`config.mk`:
```
export PLATFORM = sky130hd
export DESIGN_NAME = ordered_array_list_engine_unit_flat
export DESIGN_NICKNAME = d
export VERILOG_FILES = /design/src/design/oale_pkg.sv /design/src/design/oale_channels.sv /design/src/design/oale_cell.sv /design/src/design/ordered_array_list_engine_unit.sv /design/src/flat_wrapper.sv
export SDC_FILE = /design/constraint.sdc
export NUM_CORES = 1
export LEC_CHECK = 0
export ABC_AREA = 0
export BUFFER_PORTS_ARGS = -buffer_cell sky130_fd_sc_hd__buf_2
export CAP_MARGIN = 15
export CELL_PAD_IN_SITES_DETAIL_PLACEMENT = 1
export CELL_PAD_IN_SITES_GLOBAL_PLACEMENT = 1
export CORE_ASPECT_RATIO = 0.75
export CORE_MARGIN = 5
export CORE_UTILIZATION = 55
export DETAILED_ROUTE_END_ITERATION = 16
export HOLD_SLACK_MARGIN = 0.12
export PLACE_DENSITY = 0.93
export RECOVER_POWER = 25
export SLEW_MARGIN = 10
export SYNTH_ARGS = -nofsm -noshare
export SYNTH_HDL_FRONTEND = slang
export SYNTH_HIERARCHICAL = 1
export SYNTH_SLANG_ARGS = --single-unit
```
`constraint.sdc`:
```
create_clock -name clock -period 13.5 [get_ports clock]
set_clock_uncertainty 0.15 [all_clocks]
set_input_delay 1.35 -clock clock [delete_from_list [all_inputs] [get_ports clock]]
set_output_delay 1.35 -clock clock [all_outputs]
set_load 0.01 [all_outputs]
```
`src/design/oale_pkg.sv`:
```
// Package for the ordered array list engine.
// Holds field widths, request and status codes and the cell command codes.
// No dependencies; every other file of the block imports it.
package oale_pkg;

   localparam int REQ_TYPE_W = 3;
   localparam int VALUE_W    = 32;
   localparam int POS_W      = 5;
   localparam int STATUS_W   = 3;
   localparam int COUNT_W    = 5;

   typedef logic [REQ_TYPE_W-1:0] op_type;
   typedef logic [STATUS_W-1:0]   status_type;
   typedef logic [1:0]            cell_cmd_type;

   localparam op_type OP_APPEND    = 3'd0;
   localparam op_type OP_POP       = 3'd1;
   localparam op_type OP_INSERT    = 3'd2;
   localparam op_type OP_DEL_FIRST = 3'd3;
   localparam op_type OP_DEL_ALL   = 3'd4;
   localparam op_type OP_CLEAR     = 3'd5;
   localparam op_type OP_READ      = 3'd6;

   localparam status_type STAT_OK       = 3'd0;
   localparam status_type STAT_FULL     = 3'd1;
   localparam status_type STAT_EMPTY    = 3'd2;
   localparam status_type STAT_NOTFOUND = 3'd3;
   localparam status_type STAT_BADPOS   = 3'd4;

   // Cell commands: keep, take the broadcast word, take the lower neighbor
   // (shift toward the tail), take the upper neighbor (shift toward the head).
   localparam cell_cmd_type CELL_HOLD = 2'd0;
   localparam cell_cmd_type CELL_LOAD = 2'd1;
   localparam cell_cmd_type CELL_UP   = 2'd2;
   localparam cell_cmd_type CELL_DOWN = 2'd3;

endpackage

```
`src/design/oale_channels.sv`:
```
// Request and response channel interfaces of the ordered array list engine.
// Depends on oale_pkg for the field widths.
interface oale_req_if import oale_pkg::*; ();
   logic                      valid;
   logic                      ready;
   logic [REQ_TYPE_W-1:0]     req_type;
   logic signed [VALUE_W-1:0] value;
   logic [POS_W-1:0]          position;

   modport source (output valid, req_type, value, position, input ready);
   modport sink (input valid, req_type, value, position, output ready);
endinterface

interface oale_rsp_if import oale_pkg::*; ();
   logic                      valid;
   logic                      ready;
   logic [STATUS_W-1:0]       status;
   logic signed [VALUE_W-1:0] data;
   logic [COUNT_W-1:0]        count;
   logic [COUNT_W-1:0]        removed;

   modport source (output valid, status, data, count, removed, input ready);
   modport sink (input valid, status, data, count, removed, output ready);
endinterface

```
`src/design/oale_cell.sv`:
```
// One storage cell of the list chain: holds one entry.
// Depends on oale_pkg for the cell command codes.
module oale_cell import oale_pkg::*; #(
   parameter int DATA_WIDTH = 32
) (
   input  logic                  clock,
   input  cell_cmd_type          cmd,
   input  logic [DATA_WIDTH-1:0] load_data,
   input  logic [DATA_WIDTH-1:0] below_data,
   input  logic [DATA_WIDTH-1:0] above_data,
   output logic [DATA_WIDTH-1:0] q
);

   logic [DATA_WIDTH-1:0] entry_ff;
   logic [DATA_WIDTH-1:0] entry_in;

   always_comb begin
      unique case (cmd)
         CELL_HOLD: entry_in = entry_ff;
         CELL_LOAD: entry_in = load_data;
         CELL_UP:   entry_in = below_data;
         CELL_DOWN: entry_in = above_data;
         default:   entry_in = entry_ff;
      endcase
   end

   always_ff @(posedge clock) begin
      entry_ff <= entry_in;
   end

   assign q = entry_ff;

endmodule

```
`src/design/ordered_array_list_engine_unit.sv`:
```
// Top level of the ordered array list engine: controller and cell chain.
// Depends on oale_pkg, oale_req_if, oale_rsp_if and oale_cell.
//
//   channel  | role   | handshake     | payload
//   req_if   | sink   | valid / ready | req_type, value, position
//   rsp_if   | source | valid / ready | status, data, count, removed
//
// One request is worked on at a time. Append, insert and clear finish in the busy
// state after acceptance, with a registered response. Pop, read and both deletes
// rotate the cell chain once through its stored entries, one entry per cycle,
// before they respond. Reset clears the controller, the entry count and the
// response valid; cell contents are undefined until written.
// A new request is accepted while the previous response still waits in the
// output register; a response that cannot be placed stalls the controller.
module ordered_array_list_engine_unit import oale_pkg::*; #(
   parameter int DEPTH      = 16,
   parameter int DATA_WIDTH = 32
) (
   input  logic       clock,
   input  logic       reset,
   oale_req_if.sink   req_if,
   oale_rsp_if.source rsp_if
);

   localparam int CNT_W = $clog2(DEPTH + 1);
   localparam int CMP_W = ((CNT_W > POS_W) ? CNT_W : POS_W) + 1;

   localparam logic S_IDLE = 1'b0;
   localparam logic S_BUSY = 1'b1;

   logic state_ff, state_in;
   logic [CNT_W-1:0] count_ff, count_in;
   logic [CNT_W-1:0] left_ff, left_in;
   logic [CNT_W-1:0] kept_ff, kept_in;
   logic [CNT_W-1:0] rem_ff, rem_in;
   logic [DATA_WIDTH-1:0] data_ff, data_in;
   op_type op_ff, op_in;
   logic [DATA_WIDTH-1:0] val_ff, val_in;
   logic [POS_W-1:0] pos_ff, pos_in;

   logic rsp_valid_ff, rsp_valid_in;
   status_type rsp_status_ff, rsp_status_in;
   logic [VALUE_W-1:0] rsp_data_ff, rsp_data_in;
   logic [COUNT_W-1:0] rsp_count_ff, rsp_count_in;
   logic [COUNT_W-1:0] rsp_removed_ff, rsp_removed_in;

   logic [DATA_WIDTH-1:0] val_conv;
   logic [DATA_WIDTH-1:0] res_data;
   logic [VALUE_W-1:0] res_data_conv;
   logic [CMP_W-1:0] res_count_x, res_rem_x;
   status_type res_status;
   logic finish, fire, out_free, req_fire;

   logic [CMP_W-1:0] cnt_x, pos_x, left_x, kept_x, rem_x, j_x, wr_x;
   logic head_match, drop;

   cell_cmd_type cell_cmd [DEPTH];
   logic [DATA_WIDTH-1:0] cell_q [DEPTH];
   logic [DATA_WIDTH-1:0] load_data;

   // Value narrowing or sign extension into the stored width; narrowing or zero extension back out.
   generate
      if (DATA_WIDTH <= VALUE_W) begin : g_val_narrow
         assign val_conv = req_if.value[DATA_WIDTH-1:0];
      end else begin : g_val_wide
         assign val_conv = {{(DATA_WIDTH-VALUE_W){req_if.value[VALUE_W-1]}}, req_if.value};
      end
      if (DATA_WIDTH >= VALUE_W) begin : g_out_narrow
         assign res_data_conv = res_data[VALUE_W-1:0];
      end else begin : g_out_wide
         assign res_data_conv = {{(VALUE_W-DATA_WIDTH){1'b0}}, res_data};
      end
   endgenerate

   assign req_if.ready = (state_ff == S_IDLE);
   assign req_fire     = req_if.valid && req_if.ready;
   assign out_free     = !rsp_valid_ff || rsp_if.ready;

   assign cnt_x  = {{(CMP_W-CNT_W){1'b0}}, count_ff};
   assign pos_x  = {{(CMP_W-POS_W){1'b0}}, pos_ff};
   assign left_x = {{(CMP_W-CNT_W){1'b0}}, left_ff};
   assign kept_x = {{(CMP_W-CNT_W){1'b0}}, kept_ff};
   assign rem_x  = {{(CMP_W-CNT_W){1'b0}}, rem_ff};
   // j_x is the original position of the entry now at the head of the chain.
   assign j_x    = cnt_x - left_x;
   // Kept entries are written back just behind the entries not yet scanned.
   assign wr_x   = left_x - CMP_W'(1) + kept_x;
   assign head_match = (cell_q[0] == val_ff);

   always_comb begin
      state_in    = state_ff;
      count_in    = count_ff;
      left_in     = left_ff;
      kept_in     = kept_ff;
      rem_in      = rem_ff;
      data_in     = data_ff;
      op_in       = op_ff;
      val_in      = val_ff;
      pos_in      = pos_ff;
      finish      = 1'b0;
      drop        = 1'b0;
      res_status  = STAT_OK;
      res_count_x = cnt_x;
      res_rem_x   = '0;
      res_data    = '0;
      load_data   = val_ff;
      for (int k = 0; k < DEPTH; k++) begin
         cell_cmd[k] = CELL_HOLD;
      end

      if (state_ff == S_IDLE) begin
         if (req_fire) begin
            op_in    = req_if.req_type;
            val_in   = val_conv;
            pos_in   = req_if.position;
            left_in  = count_ff;
            kept_in  = '0;
            rem_in   = '0;
            data_in  = '0;
            state_in = S_BUSY;
         end
      end else begin
         unique case (op_ff)
            OP_APPEND: begin
               finish = 1'b1;
               if (cnt_x == CMP_W'(DEPTH)) begin
                  res_status = STAT_FULL;
               end else begin
                  res_count_x = cnt_x + CMP_W'(1);
                  for (int k = 0; k < DEPTH; k++) begin
                     if (CMP_W'(k) == cnt_x) begin
                        cell_cmd[k] = CELL_LOAD;
                     end
                  end
               end
            end
            OP_INSERT: begin
               finish = 1'b1;
               if (cnt_x == CMP_W'(DEPTH)) begin
                  res_status = STAT_FULL;
               end else if (pos_x == '0 || pos_x > cnt_x + CMP_W'(1)) begin
                  res_status = STAT_BADPOS;
               end else begin
                  res_count_x = cnt_x + CMP_W'(1);
                  for (int k = 0; k < DEPTH; k++) begin
                     if (CMP_W'(k) == pos_x - CMP_W'(1)) begin
                        cell_cmd[k] = CELL_LOAD;
                     end else if (CMP_W'(k) > pos_x - CMP_W'(1) && CMP_W'(k) <= cnt_x) begin
                        cell_cmd[k] = CELL_UP;
                     end
                  end
               end
            end
            OP_CLEAR: begin
               finish      = 1'b1;
               res_rem_x   = cnt_x;
               res_count_x = '0;
            end
            OP_POP, OP_READ, OP_DEL_FIRST, OP_DEL_ALL: begin
               if (left_ff == '0) begin
                  finish      = 1'b1;
                  res_count_x = cnt_x - rem_x;
                  res_rem_x   = rem_x;
                  res_data    = data_ff;
                  if (op_ff == OP_POP) begin
                     res_status = (rem_ff == '0) ? STAT_EMPTY : STAT_OK;
                  end else if (op_ff == OP_READ) begin
                     res_status = (pos_x == '0 || pos_x > cnt_x) ? STAT_BADPOS : STAT_OK;
                  end else begin
                     res_status = (rem_ff == '0) ? STAT_NOTFOUND : STAT_OK;
                  end
               end else begin
                  // One rotation step: the head leaves the chain and, unless
                  // it is dropped, comes back in behind the unscanned entries.
                  if (op_ff == OP_POP) begin
                     drop = (j_x == cnt_x - CMP_W'(1));
                  end else if (op_ff == OP_DEL_FIRST) begin
                     drop = head_match && (rem_ff == '0);
                  end else if (op_ff == OP_DEL_ALL) begin
                     drop = head_match;
                  end
                  if ((op_ff == OP_POP && j_x == cnt_x - CMP_W'(1)) ||
                      (op_ff == OP_READ && j_x == pos_x - CMP_W'(1))) begin
                     data_in = cell_q[0];
                  end
                  load_data = cell_q[0];
                  for (int k = 0; k < DEPTH; k++) begin
                     if (!drop && CMP_W'(k) == wr_x) begin
                        cell_cmd[k] = CELL_LOAD;
                     end else begin
                        cell_cmd[k] = CELL_DOWN;
                     end
                  end
                  left_in = left_ff - CNT_W'(1);
                  if (drop) begin
                     rem_in = rem_ff + CNT_W'(1);
                  end else begin
                     kept_in = kept_ff + CNT_W'(1);
                  end
               end
            end
            default: begin
               finish = 1'b1;
            end
         endcase

         // A response that has nowhere to go holds everything in place.
         if (finish && !out_free) begin
            for (int k = 0; k < DEPTH; k++) begin
               cell_cmd[k] = CELL_HOLD;
            end
         end
         if (finish && out_free) begin
            count_in = res_count_x[CNT_W-1:0];
            state_in = S_IDLE;
         end
      end
   end

   assign fire = finish && out_free;

   always_comb begin
      rsp_valid_in   = fire || (rsp_valid_ff && !rsp_if.ready);
      rsp_status_in  = rsp_status_ff;
      rsp_data_in    = rsp_data_ff;
      rsp_count_in   = rsp_count_ff;
      rsp_removed_in = rsp_removed_ff;
      if (fire) begin
         rsp_status_in  = res_status;
         rsp_data_in    = res_data_conv;
         rsp_count_in   = res_count_x[COUNT_W-1:0];
         rsp_removed_in = res_rem_x[COUNT_W-1:0];
      end
   end

   always_ff @(posedge clock) begin
      if (reset) begin
         state_ff     <= S_IDLE;
         count_ff     <= '0;
         rsp_valid_ff <= 1'b0;
      end else begin
         state_ff     <= state_in;
         count_ff     <= count_in;
         rsp_valid_ff <= rsp_valid_in;
      end
   end

   always_ff @(posedge clock) begin
      left_ff        <= left_in;
      kept_ff        <= kept_in;
      rem_ff         <= rem_in;
      data_ff        <= data_in;
      op_ff          <= op_in;
      val_ff         <= val_in;
      pos_ff         <= pos_in;
      rsp_status_ff  <= rsp_status_in;
      rsp_data_ff    <= rsp_data_in;
      rsp_count_ff   <= rsp_count_in;
      rsp_removed_ff <= rsp_removed_in;
   end

   assign rsp_if.valid   = rsp_valid_ff;
   assign rsp_if.status  = rsp_status_ff;
   assign rsp_if.data    = rsp_data_ff;
   assign rsp_if.count   = rsp_count_ff;
   assign rsp_if.removed = rsp_removed_ff;

   generate
      for (genvar k = 0; k < DEPTH; k++) begin : g_cell
         logic [DATA_WIDTH-1:0] below;
         logic [DATA_WIDTH-1:0] above;
         if (k == 0) begin : g_first
            assign below = '0;
         end else begin : g_inner_lo
            assign below = cell_q[k-1];
         end
         if (k == DEPTH - 1) begin : g_last
            assign above = cell_q[k];
         end else begin : g_inner_hi
            assign above = cell_q[k+1];
         end
         oale_cell #(
            .DATA_WIDTH (DATA_WIDTH)
         ) u_cell (
            .clock      (clock),
            .cmd        (cell_cmd[k]),
            .load_data  (load_data),
            .below_data (below),
            .above_data (above),
            .q          (cell_q[k])
         );
      end
   endgenerate

endmodule
```
`src/flat_wrapper.sv`:
```
// flat-port wrapper written by rule: the top's interface ports become plain ports
module ordered_array_list_engine_unit_flat import oale_pkg::*;
#(
   parameter int DEPTH      = 16,
   parameter int DATA_WIDTH = 32
)
  (clock, reset, req_if_valid, req_if_req_type, req_if_value, req_if_position, req_if_ready, rsp_if_valid, rsp_if_status, rsp_if_data, rsp_if_count, rsp_if_removed, rsp_if_ready);
  oale_req_if req_if_i ();
  oale_rsp_if rsp_if_i ();
  input  logic clock;
  input  logic reset;
  input wire logic [$bits(req_if_i.valid)-1:0] req_if_valid;
  input wire logic [$bits(req_if_i.req_type)-1:0] req_if_req_type;
  input wire logic [$bits(req_if_i.value)-1:0] req_if_value;
  input wire logic [$bits(req_if_i.position)-1:0] req_if_position;
  output wire logic [$bits(req_if_i.ready)-1:0] req_if_ready;
  output wire logic [$bits(rsp_if_i.valid)-1:0] rsp_if_valid;
  output wire logic [$bits(rsp_if_i.status)-1:0] rsp_if_status;
  output wire logic [$bits(rsp_if_i.data)-1:0] rsp_if_data;
  output wire logic [$bits(rsp_if_i.count)-1:0] rsp_if_count;
  output wire logic [$bits(rsp_if_i.removed)-1:0] rsp_if_removed;
  input wire logic [$bits(rsp_if_i.ready)-1:0] rsp_if_ready;
  assign req_if_i.valid = req_if_valid;
  assign req_if_i.req_type = req_if_req_type;
  assign req_if_i.value = req_if_value;
  assign req_if_i.position = req_if_position;
  assign req_if_ready = req_if_i.ready;
  assign rsp_if_valid = rsp_if_i.valid;
  assign rsp_if_status = rsp_if_i.status;
  assign rsp_if_data = rsp_if_i.data;
  assign rsp_if_count = rsp_if_i.count;
  assign rsp_if_removed = rsp_if_i.removed;
  assign rsp_if_i.ready = rsp_if_ready;
  ordered_array_list_engine_unit #(.DEPTH(DEPTH), .DATA_WIDTH(DATA_WIDTH)) u_core (.clock(clock), .reset(reset), .req_if(req_if_i), .rsp_if(rsp_if_i));
endmodule
```
==> impl_results.md <==
- Vias/cell: 6.49
- Min Tclk post-route: 8560 ps
- Width of the die: 304 um
- H-tree Lvls: 3
- Via count: 26400
- PostCTS Resize Cnt: 0
- Critical Path Source Type: flop
- Most frequent cells after synthesis: edfxtp_1 (644), nor2_1 (600), a21oi_1 (555)
- RePlAce Congestion: 0.884
- Routed WL: 111000 um
- Ant diodes: 0
- Final hold vios: 0
- # clock sinks: 651
- DRT iter0 DRCs: 2770
- Post-synth cell types: 76
- # IOs: 91
- Gate count of the mapped netlist: 3153
- DR DRC count: 0
- Worst slew margin: -144%
- DP Cell Count: 3955
- Leak: 12.6 nW
- Yosys top cell area share: 54.4%
- Most used flip-flop cell after synthesis: edfxtp_1
- Endpoint class of the critical path: flop
- Pin count of the biggest net entering global routing: 90
- Power per Cell Area: 151 nW/um2
- CTS Buf Count: 66
- Area leader, netlist: edfxtp_1
- Postcts setup bufs: 0
- Area added between synthesis and finish: 6.72%
- Hpwl dp: 74700 um
- FFs w/ async S/R, synth: 0%
- Kind of critical path: reg -> reg
- Post-synthesis cell area: 35500 um2
- Number of synthesized flops with an enable pin: 644
- Maximum VDD drop: 0.146 mV
- Violations in the final reports: capacitance limit, slew limit
- R2R depth: 6
- Share of cells above drive strength 1: 7.31%
- Gr ovfl total: 0
- Vias in the first global route: 28200
- Starting Density: 55.7%
- Core area: 63800 um2
- Hold Path Class: reg -> reg
- Post-CTS Hold Fix Bufs: 0
- IO buf count: 90
- Fillers: 6653
- Worst-path clk slew: 60 ps
- Final std cells w/o fill: 4074
- Total GRT Usage: 31.2%
- DRT Pass-1 Iters: 5
- Die Area: 69800 um2
- Row count: 80
- CTS tree: done
- Root Driver: clkbuf_16
- Max-slew violations: 329
- # setup viols final: 0
- Fmax: 117 MHz
- Seq. cell area: 19500 um2
- #FFs+latches synth: 651
- Worst skew pair latency: 620 ps
- YS warnings: 6
- Most frequent cell after synthesis: edfxtp_1
- Worst Hold Path Cells: 1
- Status: finished with violations
- Antenna Nets Post-Route: 0
- Nets@finish: 3251
- Top post-synthesis cells by area: edfxtp_1 (54%), mux2i_1 (14%), a21oi_1 (7.8%), nor2_1 (6.3%), buf_12 (2.7%)
- Final period utilization: 63.4%
- RSZ-0062 raised after global routing: no
- Total power: 5.71 mW
- Max Root-Sink Buffers: 3
- Worst EP required: 13570 ps
- CP max FO: 89
- Setup TNS: 0 ps
- Die height: 230 um
- DR WL/cell: 27.3 um
- Worst Max-Slew Pin Slew: 3650 ps
- First-pass GRT wire length: 170000 um
- Seq/Total Area, Yosys: 54.8%
- Multi-input gate area: 14400 um2
- Initial antenna violation count: 3
- # Max-Cap Violations: 6
- Synthesized area per cell: 11.3 um2
- Worst path arrival time: 8630 ps
==> registers in the layout, summed over array words and instances, names as in the netlist <==
name / count
u_core/kept_ff: 5
u_core/count_ff: 5
u_core/op_ff: 3
u_core/left_ff: 5
u_core/g_cell.u_cell/q: 512
u_core/rsp_if.valid: 1
u_core/rsp_if.status: 3
u_core/state_ff: 1
u_core/rsp_if.data: 32
u_core/rem_ff: 5
u_core/rsp_if.count: 5
u_core/rsp_if.removed: 5
u_core/pos_ff: 5
u_core/data_ff: 32
u_core/val_ff: 32
==> final timing paths <==
check / start / to / slack [ps]
worst max-delay path: u_core/state_ff$_SDFF_PP0_ / u_core/g_cell[9].u_cell/q[3]$_DFFE_PP_ / 4940
worst min register to register: u_core/data_ff[29]$_SDFFCE_PN0P_ / u_core/rsp_if.data[29]$_SDFFCE_PN0P_ / 410
worst min-delay path: u_core/data_ff[29]$_SDFFCE_PN0P_ / u_core/rsp_if.data[29]$_SDFFCE_PN0P_ / 410
worst max register to register: u_core/state_ff$_SDFF_PP0_ / u_core/g_cell[9].u_cell/q[3]$_DFFE_PP_ / 4940
==> cell type report <==
type / count / share of cell area, %
Tap cell: 861 / 2.84
Timing Repair Buffer: 136 / 1.87
Clock buffer: 82 / 4.65
Inverter: 42 / 0.419
Sequential cell: 651 / 51.4
Multi-Input combinational cell: 2265 / 38.0
Clock inverter: 37 / 0.851
==> placed cells by master (no fill, tap or decap), drive strengths merged, types with 42 or more instances in the layout <==
| cell type | instances |
|---|---|
| edfxtp | 644 |
| nor2 | 602 |
| a21oi | 556 |
| mux2i | 514 |
| nand2 | 146 |
| clkbuf | 140 |
| buf | 78 |
| xnor2 | 52 |
| ha | 42 |
| inv | 42 |
==> metrics by stage <==
stage	hold slack, ps	worst slack (ps)	area, um2	util, %
after global routing	432	4530	37900	59.5
after detailed placement	396	7180	36000	56.4
after floorplan	378	9070	35700	-
after CTS	415	7110	38000	59.7
final	412	4940	37900	59.5
after global placement	387	7330	36000	56.4
==> metal layers <==
layer	GRT usage, %	vias to the layer above	wire length, um	share of wire, %
met5	0	-	7	0.0063
met4	11.6	2	4530	4.1
met3	5.39	341	7060	6.3
met2	55.2	1180	57100	51
met1	38.4	13400	42700	38
li1	-	11500	-	-
==> critical path, stage by stage, from the launching register on <==
cell,delay (ps)
dfxtp_1,330
clkbuf_1,2560
nand2_2,50
clkbuf_1,1230
o2bb2ai_1,710
clkbuf_1,2080
or2_2,970
==> kinds of logic (layout without fill, tap and decap cells) <==
kind of cell	after synthesis	count (layout)	synth area share [%]
AO/OA/AOI/OAI	678	678	10.3
adder cells (fa/ha/maj)	45	45	1.65
multiplexers	514	514	14.5
AND/OR/NAND/NOR	930	930	11.3
buffers and inverters	268	297	5.76
other	1	32	0.0106
XOR/XNOR	66	66	1.68
flip-flops	651	651	54.8
==> where the power goes <==
group | total, mW | internal, mW | switching (mW)
clock | 1.83 | 1.01 | 0.822
sequential | 2.73 | 2.57 | 0.170
combinational | 1.14 | 0.354 | 0.785
Power figures use the tool's default switching activity.
